File: src/rtl/vn2d_pkg.sv
package vn2d_pkg;

    localparam int FRAC_BITS_DEF = 16;
    localparam int COORD_W       = 32;
    localparam int OUT_W         = 24;

    localparam logic [31:0] HASH_MUL_Z  = 32'd57;
    localparam logic [31:0] HASH_MUL_S  = 32'd131;
    localparam logic [31:0] HASH_MUL_A  = 32'd15731;
    localparam logic [31:0] HASH_ADD_B  = 32'd789221;
    localparam logic [31:0] HASH_ADD_C  = 32'd1376312589;

    // Stage registers of one corner hash.
    typedef struct packed {
        logic [31:0] h;
        logic [31:0] hh;
    } t_hash_s1;

endpackage

File: src/rtl/vn2d_corner.sv
// One lattice corner: hash -> corner value, five register stages.
module vn2d_corner #(
    parameter int FRAC_BITS = vn2d_pkg::FRAC_BITS_DEF
) (
    input  logic                 i_clk,
    input  logic                 i_en,
    input  logic [31:0]          i_ix,
    input  logic [31:0]          i_iz,
    input  logic [31:0]          i_seed,
    output logic signed [FRAC_BITS+1:0] o_value
);
    import vn2d_pkg::*;

    localparam int SH = 30 - FRAC_BITS;

    logic [31:0] r_h0;
    logic [31:0] r_h1;
    logic [31:0] r_hh;
    logic [31:0] r_h2;
    logic [31:0] r_p;
    logic [31:0] r_m;
    logic [31:0] n_h0;
    logic [31:0] n_h1;
    logic signed [31:0] n_diff;

    always_comb begin
        n_h0 = i_ix + i_iz * HASH_MUL_Z + i_seed * HASH_MUL_S;
        n_h1 = (r_h0 << 13) ^ r_h0;
        n_diff = 32'sd1073741824 - $signed({1'b0, r_m[30:0]});
    end

    // One full 32-bit product per stage: h*h, then h*(h*h*A + B).
    always_ff @(posedge i_clk) begin
        if (i_en) begin
            r_h0 <= n_h0;
            r_h1 <= n_h1;
            r_hh <= n_h1 * n_h1;
            r_h2 <= r_h1;
            r_p  <= r_hh * HASH_MUL_A + HASH_ADD_B;
            r_m  <= r_h2 * r_p + HASH_ADD_C;
            o_value <= (FRAC_BITS+2)'(n_diff >>> SH);
        end
    end

endmodule

File: config.mk
export PLATFORM = sky130hd
export DESIGN_NAME = vn2d_corner
export DESIGN_NICKNAME = d
export VERILOG_FILES = /design/src/rtl/vn2d_pkg.sv /design/src/rtl/vn2d_corner.sv
export SDC_FILE = /design/constraint.sdc
export NUM_CORES = 2
export LEC_CHECK = 0
export CAP_MARGIN = 15
export CORE_UTILIZATION = 30
export DETAILED_ROUTE_END_ITERATION = 7
export DONT_BUFFER_PORTS = 1
export GPL_TIMING_DRIVEN = 0
export HOLD_SLACK_MARGIN = 0.06
export SKIP_LAST_GASP = 1
export SYNTH_ARGS = -nofsm -noshare
export SYNTH_HDL_FRONTEND = slang
export SYNTH_SLANG_ARGS = --single-unit
File: constraint.sdc
create_clock -name i_clk -period 11.53 [get_ports i_clk]
set_clock_uncertainty 0.2 [all_clocks]
set_input_delay 1.153 -clock i_clk [delete_from_list [all_inputs] [get_ports i_clk]]
set_output_delay 1.153 -clock i_clk [all_outputs]
set_load 0.02 [all_outputs]
# == Yosys cells after proc, flatten, opt, wreduce, memory -nomap -nowiden ==
# Cells that the tools add are included.
# Widths: inputs -> output; s select.
# totals
input_bits,98
output_inout_bits,18
regBits,209
elab_cells,18
# classes
n_bitwise,1
n_mul,5
n_addsub,5
# op_table
operator,n
$add 32x32->32,2
$add 32x20->32 const B,1
$mul 32x14->32 const B,1
$mul 32x32->31,1
$mul 32x32->32,1
$mul 32x6->32 const B,1
$mul 32x8->32 const B,1
$sub 31x31->32 const A,1
$xor 32x32->32,1
$add 31x31->31 const B,1

# == Longest topological paths before layout ==
# depth
depth_word,3
depth_mapped,29

# == Worst setup path after synthesis ==
# OpenSTA, ideal clock, no wires.
# synth_path
path_type,reg2reg
startpoint,register r_h0[1]
endpoint,"register r_hh[30], data pin"
n_path_buf,0
setup_time_ps,258
synth_period_minus_slack_ps,7693
slack_ps,3837
stages_incl_launch_ff,27
t_arrival_ps,7236
cell_sequence,edfxtp_1 ha_1 clkinv_1 nand2_1 xnor2_1 ha_1 a31o_2 fa_1 inv_1 fa_1 fa_1 inv_1 fa_1 inv_1 fa_1 inv_1 fa_1 fa_1 ha_1 and3_1 a31o_2 a311o_1 a21oi_1 o2bb2ai_1 o31ai_1 o22a_1 xnor2_1
# synth_between
elab_chain_cells,2
# synth_rtl
element,line_no,source
"start, declared",vn2d_corner.sv:16,logic [31:0] r_h0;
"start signal, assigned",vn2d_corner.sv:35,r_h0 <= n_h0;
$xor 32x32->32,vn2d_corner.sv:28,n_h1 = (r_h0 << 13) ^ r_h0;
via n_h1[14],vn2d_corner.sv:23,logic [31:0] n_h1;
$mul 32x32->32,vn2d_corner.sv:37,r_hh <= n_h1 * n_h1;
"end signal, assigned",vn2d_corner.sv:37,
"end, declared",vn2d_corner.sv:18,logic [31:0] r_hh;
# The timed path passes the listed nets, and every way through them passes these cells.
# A chain may end at the register's enable or synchronous reset.

# == Worst setup path after layout ==
# layout_path
startpoint,register r_h0[2]
endpoint,"register r_hh[30], data pin"
# layout_between
elab_chain_cells,2
# layout_rtl
element,line_no
$xor 32x32->32,vn2d_corner.sv:28
$mul 32x32->32,vn2d_corner.sv:37
# No other way between the ends.

==> flow_summary.json <==
{
  "run_status": "finished, final reports clean",
  "tightestPinTransition_ns": 1.225,
  "critPathCaptureType": "flop",
  "cts-root-buf": "clkbuf_16",
  "ctsLongestPathBuffers": 3,
  "multi_input_combinational_cell_area_um2": 34850,
  "ctsHoldBuffers": 0,
  "hold_class": "reg2reg",
  "synthDistinctLibCells": 66,
  "post_route_cells_drive_above_1_share_pct": 1.315,
  "totalWireLength_um": 115600,
  "synth_area_per_cell_um2": 10.46,
  "routed_via_density": 4.538,
  "route.detailed.wl_per_inst_um": 17.98,
  "globalRoute.totalOverflow": 0,
  "synth_ff_type": "edfxtp_1",
  "grt_use_total_pct": 15.78,
  "fin_hold_ws_ns": 0.2129,
  "layout_min_cycle_time_ns": 9.188,
  "postSynth.asyncResetShare_pct": 0,
  "timing_hold_violations_final": 0,
  "worst_slew_margin_rel_pct": 18.34,
  "cp_max_fo": 10,
  "die_h_um": 392.0,
  "tritoncts": "built",
  "leading_cell_types_in_the_layout_fill_and_taps_excluded": "inv_1 (1160), fa_1 (1020), ha_1 (475)",
  "fill_cells": 15420,
  "tritoncts.num_buffers": 25,
  "drc": 0,
  "synth_area_um2": 45640,
  "final.period_utilization_pct": 79.68,
  "worst-path-buf-inv": 7,
  "slowest_stage": "clkbuf_1",
  "rows": 142,
  "ant_nets": 0,
  "clk-insertion-delay-late_ns": 0.61,
  "timing.final.setup_violations": 0,
  "number_of_antenna_violations_at_the_first_check_in_global_routing": 4,
  "clock.fmax_ghz": 0.1088,
  "design.die.area_um2": 153700,
  "core-area_um2": 150500,
  "yosysWarnings": 0,
  "cp.required_ns": 11.65,
  "htree_num_levels": 1,
  "clkSinkCount": 201,
  "dr.pass1.iters": 5,
  "clk_pin_slew_worst_paths_ns": 0.06,
  "sequential_element_share_of_the_synthesized_area_pct": 13.23,
  "worst_ep_arrival_time_ns": 9.30,
  "mostFrequentLayoutCell": "inv_1",
  "ys_seq_elements": 201,
  "synth_cells": 4361,
  "vias_in_the_first_global_route": 33240,
  "worst_path_most_repeated_cell": "fa_1",
  "rsz0062_at_grt": "false",
  "critical_path.max_stage_delay_ns": 0.84,
  "top_level_ports": 116,
  "grt_max_degree": 202,
  "startpoint_type": "flop",
  "dieWidth_um": 392.0,
  "dpl.hpwl_um": 97750,
  "drt_iter0_markers": 1532,
  "sequential_cell_area_um2": 6036,
  "cts-resized-gates": 0,
  "start_util_pct": 30.33,
  "slew_viol_final": 0,
  "globalplace.congestion": 0.9346,
  "via_count": 29190,
  "timing_worst_setup_path_type": "reg2reg",
  "layout-area-overhead-vs-synth_pct": 7.408,
  "drv.max_cap_violation_count": 0,
  "finalNetCount": 5986,
  "setup_tns_ns": 0,
  "post_cts_buffers": 0,
  "global_route_wire_length_before_repair_um": 186300,
  "count_of_flip_flops_with_a_built_in_enable_after_synthesis": 201,
  "buffer_ports.inserted": 0,
  "path_delay_family": "adder cells"
}
## worst register-to-register path, delay by kind of cell (launching register included)
family / cells / cell delay [ns]
xor gates and xnor gates: 1 / 0.13
adders and majority gates: 9 / 4.34
buffers and inverters: 7 / 1.74
AOI/OAI and AO/OA: 6 / 1.41
DFF: 1 / 0.71
and+or+nand+nor: 2 / 0.40
## kinds of logic after synthesis
logic type                 after synthesis  synth area share (%)
adders and majority gates             1495                 57.77
buffers and inverters                 1270                 10.45
and+or+nand+nor                        888                 10.14
AOI/OAI and AO/OA                      258                 3.657
xor gates and xnor gates               244                 4.683
DFF                                    201                 13.23
muxes                                    3               0.06580
other                                    2               0.01646
## stage by stage
stage | instances | area, µm² | setup WS (ns) | util [%]
finish | 6431 | 49020 | 2.342 | 32.57
detailed placement | 6382 | 48180 | 2.436 | 32.02
floorplan | 4365 | 45650 | 3.837 | -
global placement | 6381 | 48170 | 2.457 | 32.01
global route | 6428 | 49010 | 2.087 | 32.57
CTS | 6428 | 49010 | 2.409 | 32.57
## state kept, by name (all words and copies together), names as in the netlist
name,cells
r_h0,31
r_h1,31
r_h2,31
r_m,31
r_p,30
r_hh,29
o_value,18
## cell usage after synthesis, types with 20 or more instances
library cell / number / area [µm²]
inv_1: 1160 / 4354
fa_1: 1020 / 20420
ha_1: 475 / 5943
and2_1: 352 / 2202
nand2_1: 302 / 1134
edfxtp_1: 201 / 6036
xnor2_1: 181 / 1585
clkbuf_1: 107 / 401.6
a21oi_1: 78 / 390.4
nor2_1: 77 / 289.0
xor2_1: 63 / 551.8
nor2b_1: 61 / 381.6
a21o_1: 49 / 367.9
o21ai_0: 40 / 200.2
nor3_1: 20 / 100.1
## path summary, 6_finish.rpt
kind,start,endpoint,slack [ns],cells past startpoint
setup / recovery,r_h0[2]$_DFFE_PP_,r_hh[30]$_DFFE_PP_,2.34,25
hold / removal,r_h1[1]$_DFFE_PP_,r_h2[1]$_DFFE_PP_,0.21,0
setup reg to reg,r_h0[2]$_DFFE_PP_,r_hh[30]$_DFFE_PP_,2.34,25
hold reg to reg,r_h1[1]$_DFFE_PP_,r_h2[1]$_DFFE_PP_,0.21,0
## area by class of cell
cell class                      count  area share, %
Clock buffer                       30          1.315
Multi-Input combinational cell   2894          71.09
Antenna cell                        3        0.01532
Timing Repair Buffer                1        0.01532
Sequential cell                   201          12.31
Clock inverter                     16         0.3752
Buffer                            107         0.8194
Tap cell                         2016          5.146
Inverter                         1163          8.906
## metal layers
layer | routed length [µm] | track usage (%) | up-vias
met2 | 55050 | 26.69 | 894
met4 | 5550 | 6.378 | 2
met3 | 7623 | 2.877 | 260
met5 | 13 | 0 | -
li1 | - | - | 13070
met1 | 47380 | 19.78 | 14970
Power is left out: the tool's default activity adds up to more than one toggle a clock period on the data nets, which glitch-free logic cannot reach.
